File: config.mk
export PLATFORM = sky130hd
export DESIGN_NAME = bfqd_front
export DESIGN_NICKNAME = d
export VERILOG_FILES = /design/src/rtl/bfqd_pkg.sv /design/src/rtl/bfqd_front.sv
export SDC_FILE = /design/constraint.sdc
export NUM_CORES = 2
export LEC_CHECK = 0
export BUFFER_PORTS_ARGS = -buffer_cell sky130_fd_sc_hd__buf_2
export CAP_MARGIN = 20
export CORE_UTILIZATION = 35
export CTS_BUF_LIST = sky130_fd_sc_hd__clkbuf_4 sky130_fd_sc_hd__clkbuf_8 sky130_fd_sc_hd__clkbuf_16
export DETAILED_ROUTE_END_ITERATION = 8
export SLEW_MARGIN = 20
export SYNTH_ARGS = -nofsm -noshare
export SYNTH_HDL_FRONTEND = slang
export SYNTH_SLANG_ARGS = --single-unit
File: constraint.sdc
create_clock -name clk -period 19.9 [get_ports clk]
set_clock_uncertainty 0.1 [all_clocks]
set_input_delay 1.99 -clock clk [delete_from_list [all_inputs] [get_ports clk]]
set_output_delay 1.99 -clock clk [all_outputs]
set_load 0.02 [all_outputs]
File: src/rtl/bfqd_pkg.sv
package bfqd_pkg;

  localparam int VEC_W = 32;
  localparam int QUAT_W = 16;
  localparam int OUT_W = 48;
  localparam int VEC_FRAC = 16;
  localparam int L2_W = 2 * QUAT_W + 1;

  localparam int CFG_COUNT = 7;
  localparam int CFG_IDX_W = 3;
  localparam logic [CFG_IDX_W-1:0] CFG_LIMIT = CFG_IDX_W'(CFG_COUNT);
  localparam logic [CFG_IDX_W-1:0] REG_DENSITY = 3'd0;
  localparam logic [CFG_IDX_W-1:0] REG_LIN_X = 3'd1;
  localparam logic [CFG_IDX_W-1:0] REG_LIN_Y = 3'd2;
  localparam logic [CFG_IDX_W-1:0] REG_LIN_Z = 3'd3;
  localparam logic [CFG_IDX_W-1:0] REG_ANG_X = 3'd4;
  localparam logic [CFG_IDX_W-1:0] REG_ANG_Y = 3'd5;
  localparam logic [CFG_IDX_W-1:0] REG_ANG_Z = 3'd6;
  localparam logic [VEC_W-1:0] DENSITY_RESET = 32'h0401_0000;

  localparam int QUEUE_DEPTH = 2;
  localparam int QPTR_W = $clog2(QUEUE_DEPTH);

  typedef enum logic [1:0] {
    STATUS_OK   = 2'd0,
    STATUS_ZERO = 2'd1,
    STATUS_SAT  = 2'd2
  } status_t;

  typedef struct packed {
    logic [2:0][VEC_W-1:0]  lin;
    logic [2:0][VEC_W-1:0]  ang;
    logic [3:0][QUAT_W-1:0] quat;
    logic [L2_W-1:0]        l2;
    logic                   zero;
  } item_t;

endpackage

File: src/rtl/bfqd_front.sv
module bfqd_front (
  input  logic                 clk,
  input  logic                 rst,
  input  logic                 start,
  input  logic                 busy,
  input  logic [31:0]          lin_vel_x,
  input  logic [31:0]          lin_vel_y,
  input  logic [31:0]          lin_vel_z,
  input  logic [31:0]          ang_vel_x,
  input  logic [31:0]          ang_vel_y,
  input  logic [31:0]          ang_vel_z,
  input  logic [15:0]          quat_x,
  input  logic [15:0]          quat_y,
  input  logic [15:0]          quat_z,
  input  logic [15:0]          quat_w,
  output logic                 push,
  output bfqd_pkg::item_t      item
);
  import bfqd_pkg::*;

  logic [3:0][QUAT_W-1:0] quat_in;
  logic [2*QUAT_W-1:0]    sq [4];
  logic [L2_W-1:0]        l2_next;
  logic                   take;

  assign quat_in = {quat_w, quat_z, quat_y, quat_x};
  assign take = start && !busy;

  // squared length of the raw quaternion
  always_comb begin
    l2_next = '0;
    for (int i = 0; i < 4; i++) begin
      sq[i] = $signed(quat_in[i]) * $signed(quat_in[i]);
      l2_next = l2_next + {1'b0, sq[i]};
    end
  end

  always_ff @(posedge clk) begin
    if (rst) begin
      push <= 1'b0;
    end else begin
      push <= take;
    end
  end

  always_ff @(posedge clk) begin
    if (take) begin
      item.lin  <= {lin_vel_z, lin_vel_y, lin_vel_x};
      item.ang  <= {ang_vel_z, ang_vel_y, ang_vel_x};
      item.quat <= quat_in;
      item.l2   <= l2_next;
      item.zero <= (l2_next == '0);
    end
  end

endmodule

==> impl_metrics.py <==
metrics = {
    "synth": {
        "ys.flop_type": "edfxtp_1",
        "synth.area.top_cells": "fa_1 43%, edfxtp_1 18%, inv_1 11%",
        "synth_nets": 6222,
        "yosysMostFrequentCell": "inv_1",
        "ys_ff_latch": 291,
        "ys_warn_count": 0,
        "yosysUniqueCellTypes": 68,
        "synthArstFlopShare_pct": 0,
        "syn_area_um2": 47400,
        "avgSynthCellArea_um2": 10.4,
        "synth_top_cells_by_count": "1390 x inv_1, 1009 x fa_1, 380 x ha_1",
        "synth.yosys.seq_area_share_pct": 18.4,
        "synth_edf_count": 290,
        "synthCells": 4573,
        "synth_area_leader_cell": "fa_1",
        "synth_top_area_share_pct": 42.6,
    },
    "global_routing": {
        "grt_usage_pct": 19.2,
        "overflow": 0,
        "grt_max_degree": 151,
        "grt_pass1_wl_um": 199000,
        "grt_pass1_vias": 34700,
        "grt_antenna_before_repair": 20,
    },
    "cts": {
        "ctsResizeCount": 0,
        "cts_setup_buffers": 0,
        "tritoncts": "yes",
        "cts.sinks": 291,
        "numCtsBuffers": 38,
        "h-tree-depth": 2,
        "cts_buffer_depth": 3,
        "path_clk_slew_ns": 0.06,
        "hold_buffers": 0,
        "cts-root-buf": "clkbuf_16",
    },
    "place": {
        "dpl_cell_area_um2": 52100,
        "portBuffers": 550,
        "dp_hpwl_um": 109000,
        "gp_congestion": 0.901,
    },
    "routing": {
        "dr.pass1.iters": 6,
        "vias": 32200,
        "drt-total-wl_um": 128000,
        "ant_nets": 0,
        "drc": 0,
        "wire_per_inst_um": 18.7,
        "drtIter0Drc": 1811,
        "via_per_inst": 4.67,
    },
    "sta": {
        "post-route-period-util_pct": 57.2,
        "period_needed_ns": 11.38,
        "setup_viol": 0,
        "relSlewSlack_pct": 34.4,
        "worst_pin_slew_ns": 0.985,
        "rsz0062_at_grt": "false",
        "whs_ns": 1.42,
        "hold_viol": 0,
        "max_freq_ghz": 0.0879,
        "drv_slew": 0,
        "final.setup.tns_ns": 0,
    },
    "floorplanning": {
        "num_rows": 134,
        "pin_count": 551,
        "dieWidth_um": 370,
        "fp.dieArea_um2": 137000,
        "initial_core_util_pct": 35.4,
        "coreArea_um2": 134000,
        "die_h_um": 370,
    },
    "min_path": {
        "hold_end": "item[205]",
        "hold_class": "primary input to register",
        "hold_path_depth": 1,
        "holdCritStartpoint": "lin_vel_x[11]",
    },
    "status": {
        "status": "finished, final reports clean",
    },
    "setup_path": {
        "worstPathRequired_ns": 20.25,
        "cpMostUsedCell": "fa_1",
        "worst_path_max_delay_cell": "a2111oi_0",
        "cp_max_fo": 21,
        "cp_slowest_stage_delay_ns": 0.65,
        "end_kind": "register",
        "worstSetupPathType": "primary input to register",
        "arrival_ns": 11.73,
        "start_kind": "primary input",
    },
    "final_layout": {
        "fin_area_um2": 53400,
        "syn_to_final_growth_pct": 12.5,
        "nFillCells": 13300,
        "nNetsFinal": 6731,
        "drive_above_1_share_pct": 12.6,
        "final_core_util_pct": 39.8,
    },
    "run": {
        "cap_violations": 0,
    },
}
cell type report:
cell class | instances | area (µm²) | share of cell area (%)
flip-flops and latches | 291 | 8730 | 16.4
repair buffers | 555 | 2820 | 5.29
clock inverters | 25 | 225 | 0.422
clock buffers | 43 | 988 | 1.85
inverters | 1392 | 5230 | 9.79
multi-input cells | 2804 | 33100 | 62.1
well taps | 1768 | 2210 | 4.15
diodes | 6 | 15.0 | 0.0281
metal layers:
metal  global-route usage, %  vias to the layer above  part of all wire, %
met4                    4.55                        2                  2.6
met2                    35.7                      842                   53
met1                    23.1                    16400                   39
met5                       0                        -                0.010
li1                        -                    14700                    -
met3                    2.79                      157                  5.2
metrics by stage:
| step | setup WS (ns) | std cells |
|---|---|---|
| after global placement | 8.02 | 6809 |
| after detailed placement | 7.97 | 6809 |
| after global routing | 7.99 | 6880 |
| after CTS | 8.63 | 6877 |
| after floorplan | 3.99 | 4573 |
| final | 8.52 | 6884 |
flip-flops by register name (all words and copies together) (netlist names):
name,count
item,290
push,1
cells in the final DEF (no fill, tap or decap), types with 38 or more instances in the layout:
| cell | synthesis | final |
|---|---|---|
| ha_1 | 380 | 380 |
| nand2_1 | 330 | 330 |
| fa_1 | 1009 | 1009 |
| inv_1 | 1390 | 1390 |
| buf_2 | 0 | 550 |
| edfxtp_1 | 290 | 290 |
| nor2_1 | 157 | 157 |
| xor2_1 | 60 | 60 |
| a21oi_1 | 109 | 109 |
| and2_1 | 182 | 182 |
| xnor2_1 | 123 | 123 |
| clkbuf_16 | 0 | 38 |
| a21o_1 | 54 | 54 |
| o21ai_0 | 66 | 66 |
| nand2b_1 | 41 | 41 |
cell families (layout without fill, tap and decap cells):
kind of cell             count (synthesis)  after routing  synth area share, %
buffers and inverters                 1478           2015                 11.7
adder cells (fa/ha/maj)               1389           1389                 52.6
AND/OR/NAND/NOR                        853            853                 8.67
AO/OA/AOI/OAI                          375            375                 5.12
flip-flops                             291            291                 18.4
XOR/XNOR                               183            183                 3.38
multiplexers                             4              4               0.0923
other                                    0              6                    0
how the worst max path moves through the flow:
stage | slack (ns) | endpoint | cells past startpoint | from
floorplan | 3.99 | item[0] | 1 | busy
global placement | 8.02 | item[0] | 32 | quat_y[1]
detailed placement | 7.97 | item[0] | 30 | quat_y[1]
CTS | 8.63 | item[0] | 30 | quat_y[1]
global route | 7.99 | item[0] | 32 | quat_y[1]
finish | 8.52 | item[0] | 32 | quat_y[1]
worst max-delay path, delay by kind of cell:
kind / cells / cell delay (ns)
AOI/OAI and AO/OA: 8 / 2.27
xor gates and xnor gates: 2 / 0.42
adders and majority gates: 10 / 4.35
buffers and inverters: 4 / 0.61
and+or+nand+nor: 8 / 2.04
Power is left out: the tool's default activity adds up to more than one toggle a clock period on the data nets, which glitch-free logic cannot reach.
