===== src/rtl/bfqd_pkg.sv =====
package bfqd_pkg;

  localparam int VEC_W = 32;
  localparam int QUAT_W = 16;
  localparam int OUT_W = 48;
  localparam int VEC_FRAC = 16;
  localparam int L2_W = 2 * QUAT_W + 1;

  localparam int CFG_COUNT = 7;
  localparam int CFG_IDX_W = 3;
  localparam logic [CFG_IDX_W-1:0] CFG_LIMIT = CFG_IDX_W'(CFG_COUNT);
  localparam logic [CFG_IDX_W-1:0] REG_DENSITY = 3'd0;
  localparam logic [CFG_IDX_W-1:0] REG_LIN_X = 3'd1;
  localparam logic [CFG_IDX_W-1:0] REG_LIN_Y = 3'd2;
  localparam logic [CFG_IDX_W-1:0] REG_LIN_Z = 3'd3;
  localparam logic [CFG_IDX_W-1:0] REG_ANG_X = 3'd4;
  localparam logic [CFG_IDX_W-1:0] REG_ANG_Y = 3'd5;
  localparam logic [CFG_IDX_W-1:0] REG_ANG_Z = 3'd6;
  localparam logic [VEC_W-1:0] DENSITY_RESET = 32'h0401_0000;

  localparam int QUEUE_DEPTH = 2;
  localparam int QPTR_W = $clog2(QUEUE_DEPTH);

  typedef enum logic [1:0] {
    STATUS_OK   = 2'd0,
    STATUS_ZERO = 2'd1,
    STATUS_SAT  = 2'd2
  } status_t;

  typedef struct packed {
    logic [2:0][VEC_W-1:0]  lin;
    logic [2:0][VEC_W-1:0]  ang;
    logic [3:0][QUAT_W-1:0] quat;
    logic [L2_W-1:0]        l2;
    logic                   zero;
  } item_t;

endpackage


===== src/rtl/bfqd_queue.sv =====
module bfqd_queue (
  input  logic            clk,
  input  logic            rst,
  input  logic            push,
  input  bfqd_pkg::item_t push_item,
  output logic            full,
  output logic            head_valid,
  output bfqd_pkg::item_t head_item
);
  import bfqd_pkg::*;

  item_t             slot [QUEUE_DEPTH];
  logic [QPTR_W-1:0] wr_ptr;
  logic [QPTR_W-1:0] rd_ptr;
  logic [QPTR_W:0]   count;
  logic              pop;

  // the back end never stalls, so the head leaves whenever it is there
  assign head_valid = (count != '0);
  assign pop = head_valid;
  assign full = (count == (QPTR_W + 1)'(QUEUE_DEPTH));
  assign head_item = slot[rd_ptr];

  always_ff @(posedge clk) begin
    if (rst) begin
      wr_ptr <= '0;
      rd_ptr <= '0;
      count <= '0;
    end else begin
      if (push) begin
        wr_ptr <= wr_ptr + 1'b1;
      end
      if (pop) begin
        rd_ptr <= rd_ptr + 1'b1;
      end
      case ({push, pop})
        2'b10: count <= count + 1'b1;
        2'b01: count <= count - 1'b1;
        default: count <= count;
      endcase
    end
  end

  always_ff @(posedge clk) begin
    if (push) begin
      slot[wr_ptr] <= push_item;
    end
  end

endmodule


===== config.mk =====
export PLATFORM = sky130hd
export DESIGN_NAME = bfqd_queue
export DESIGN_NICKNAME = d
export VERILOG_FILES = /design/src/rtl/bfqd_pkg.sv /design/src/rtl/bfqd_queue.sv
export SDC_FILE = /design/constraint.sdc
export NUM_CORES = 1
export LEC_CHECK = 0
export CORE_AREA = 2 2 228 230
export DETAILED_ROUTE_END_ITERATION = 7
export DIE_AREA = 0 0 230 232
export DONT_BUFFER_PORTS = 1
export MAX_ROUTING_LAYER = met4
export SETUP_SLACK_MARGIN = 0.15
export SLEW_MARGIN = 20
export SYNTH_ARGS = -nofsm -noshare
export SYNTH_HDL_FRONTEND = slang
export SYNTH_SLANG_ARGS = --single-unit
export TNS_END_PERCENT = 10

===== constraint.sdc =====
create_clock -name clk -period 20.4 [get_ports clk]
set_clock_uncertainty 0.1 [all_clocks]
set_input_delay 2.04 -clock clk [delete_from_list [all_inputs] [get_ports clk]]
set_output_delay 2.04 -clock clk [all_outputs]
set_load 0.05 [all_outputs]

==> reports/results.tsv <==
stage	metric	value	unit
synthesis	netlist_top_cells_area	sky130_fd_sc_hd__edfxtp_1, sky130_fd_sc_hd__mux2_2, sky130_fd_sc_hd__mux2_4	
clock_network	cts_resized	0	
synthesis	synth_top_area_share	81.0	%
critical_path	cp.required	18260	ps
synthesis	synth.yosys.warnings	0	
min_path	hold_path_startpoint	rd_ptr$_SDFFE_PP0N_	
global_route	number_of_global_route_vias_before_repair	9100	
place	buffer_ports.inserted	0	
global_route	grt_use_total	16.8	%
power_and_ir_drop	p_per_area	137	mW/mm^2
power_and_ir_drop	cellLeakagePower	7.88	nW
critical_path	criticalPathCategory	flip-flop to primary output	
global_route	first_pass_grt_wire_length	62.6	mm
floorplan	std_cell_rows	83	
cells_and_area	fraction_of_final_layout_cells_with_drive_strength_greater_than_1	37.9	%
critical_path	data_arrival_time_of_the_critical_path	3720	ps
sta	number_of_hold_slack_violations_in_the_final_timing_report	0	
cells_and_area	nFillCells	4184	
cells_and_area	multi_input_area	0.00375	sq mm
sta	grt_setup_unrepaired	false	
sta	final-setup-viol-count	0	
critical_path	critPathMaxFanout	57	
critical_path	worstSetupEndpointType	primary output	
clock_network	h-tree-depth	2	
routing	routed_via_density	5.07	
cells_and_area	finalNetCount	1257	
clock_network	cts.hold.buffers_added	0	
place	dp.final_hpwl	31.7	mm
routing	num_vias	8585	
clock_network	path_clk_slew	60	ps
critical_path	worst_path_most_repeated_cell	sky130_fd_sc_hd__buf_4	
clock_network	max-clock-path-buffers	3	
sta	fin_hold_ws	413	ps
place	globalplace.congestion	0.841	
critical_path	element_type_at_the_critical_path_start	flip-flop	
global_route	grt_start_max_net_pins	81	
power_and_ir_drop	worst_ir_drop_vdd	0.0813	mV
power_and_ir_drop	report.power.total	3.29	mW
sta	setup-tns-final	0	ps
outcome	run_status	completed	
synthesis	synth.cell_area	0.0215	sq mm
cells_and_area	synthToLayoutAreaGrowth	11.6	%
global_route	grt_overflow	0	
synthesis	synthDistinctLibCells	18	
synthesis	synthCells	924	
synthesis	dominantRegCellSynth	sky130_fd_sc_hd__edfxtp_1	
floorplan	io-pin-count	585	
synthesis	async_reset_ff_share	0	%
floorplan	floorplan.die.width	230	microns
global_route	grt_antenna_before_repair	0	
synthesis	ys_top_cells_by_count	sky130_fd_sc_hd__edfxtp_1, sky130_fd_sc_hd__mux2_2, sky130_fd_sc_hd__mux2_4, sky130_fd_sc_hd__buf_2, sky130_fd_sc_hd__buf_6	
critical_path	worst_path_max_delay_cell	sky130_fd_sc_hd__buf_4	
routing	initial_drc_count	620	
sta	finalCriticalPeriod	5860	ps
synthesis	yosys.area.top_type	sky130_fd_sc_hd__edfxtp_1	
synthesis	ys_seq_elements	585	
critical_path	path_cells	buf_4, buf_4, mux2_2	
critical_path	critPathMaxStageDelay	830	ps
sta	worst_slew_pin_slew	1170	ps
sta	slew_viol_final	0	
synthesis	postSynthNetCount	1218	
synthesis	cell_with_the_most_instances_after_synthesis	sky130_fd_sc_hd__edfxtp_1	
clock_network	cts_tree	built	
place	detailed_place.area	0.0222	sq mm
sta	final.period_utilization	28.7	%
routing	route.antenna.remaining_nets	0	
sta	timing_limited_maximum_frequency	171	MHz
flow_run	drv_cap	0	
clock_network	clock-root-buffer	sky130_fd_sc_hd__clkbuf_16	
cells_and_area	finalInstanceArea	0.0240	sq mm
floorplan	fp.dieH	232	microns
floorplan	die-area	0.0534	sq mm
clock_network	clock-sinks	585	
routing	route.final.wire_length	45.7	mm
clock_network	cts.repair_timing.setup_buffer_count	0	
cells_and_area	regArea	0.0175	sq mm
routing	average_detailed_routed_wire_length_per_instance	27.0	microns
floorplan	fp.coreArea	0.0509	sq mm
routing	drt_drc_violations_left	0	
sta	max_slew_headroom	21.8	%
routing	dr.pass1.iters	4	
clock_network	clock_buffer_count_from_cts	57	
synthesis	ys_seq_area_share	81.5	%
synthesis	edff_count_synth	580	
critical_path	worstReg2RegStart	wr_ptr$_SDFFE_PP0P_	
clock_network	worstSkewPairLatency	590	ps
min_path	worst_hold_path_type	flip-flop to flip-flop	
floorplan	initial_core_utilization	42.2	%
synthesis	syn-mean-instance-area	23.3	sq um
## layout by cell type (no fill, tap or decap), drive strengths merged, types with 2 or more instances in the layout
cell type  synthesis  layout
nor2               5       5
clkbuf             0      67
bufinv             0       3
xnor2              3       3
mux2             290     290
buf               32      12
diode              0       2
inv                1       4
edfxtp           580     580
clkinv             0      29
clkinvlp           0       4
dfxtp              5       5
## registers in the layout, summed over array words and instances (netlist names), named ones only
signal and count:
count 2, rd_ptr 1, wr_ptr 1, slot 580
## cell families after synthesis
family          share of synthesized area [%]
compound gates                         0.0465
xor+xnor                                0.163
fa+ha+maj                              0.0582
buf+inv                                  1.09
flops                                    81.5
mux                                      16.9
simple gates                            0.204
## path summary, 6_finish.rpt
path	cells after the start	slack, ps	to
worst min-delay path	2	410	rd_ptr$_SDFFE_PP0N_
worst max register to register	2	17580	slot[1][192]$_DFFE_PP_
worst max-delay path	3	14540	head_item[276]
worst min register to register	2	410	rd_ptr$_SDFFE_PP0N_
## layer usage
| layer | GRT usage [%] | part of all wire, % | up-vias |
|---|---|---|---|
| met5 | - | 0 | - |
| met4 | 5.93 | 3.1 | 0 |
| met3 | 8.87 | 12 | 84 |
| met2 | 28.1 | 51 | 404 |
| met1 | 16.6 | 34 | 4331 |
| li1 | - | - | 3766 |
## report_power, final
part	leakage, nW	internal [mW]	total [mW]	switching [mW]
Clock	0.840	0.549	0.970	0.421
Combinational	1.56	0.209	0.883	0.673
Sequential	5.49	1.41	1.44	0.0326
Total	7.88	2.17	3.29	1.13
## metrics by stage
step	utilization, %	std cells	setup slack [ps]
3_5_place_dp	43.6	1583	15000
6_report	47.1	1692	14540
2_1_floorplan	-	924	5110
3_3_place_gp	43.6	1583	15010
4_1_cts	47.0	1689	14310
5_1_grt	47.1	1690	14260
## worst max-delay path, delay by kind of cell (launching register included)
family | cells | cell delay [ps]
buf+inv | 2 | 1640
flops | 1 | 810
mux | 1 | 550
## layout make-up
class	instances	area share (%)
well taps	680	3.55
inverters	1	0.0157
diodes	2	0.0209
repair buffers	12	0.475
flip-flops and latches	585	73.1
clock buffers	67	6.11
multi-input cells	306	15.6
clock inverters	39	1.12
(Power assumes the default switching activity.)
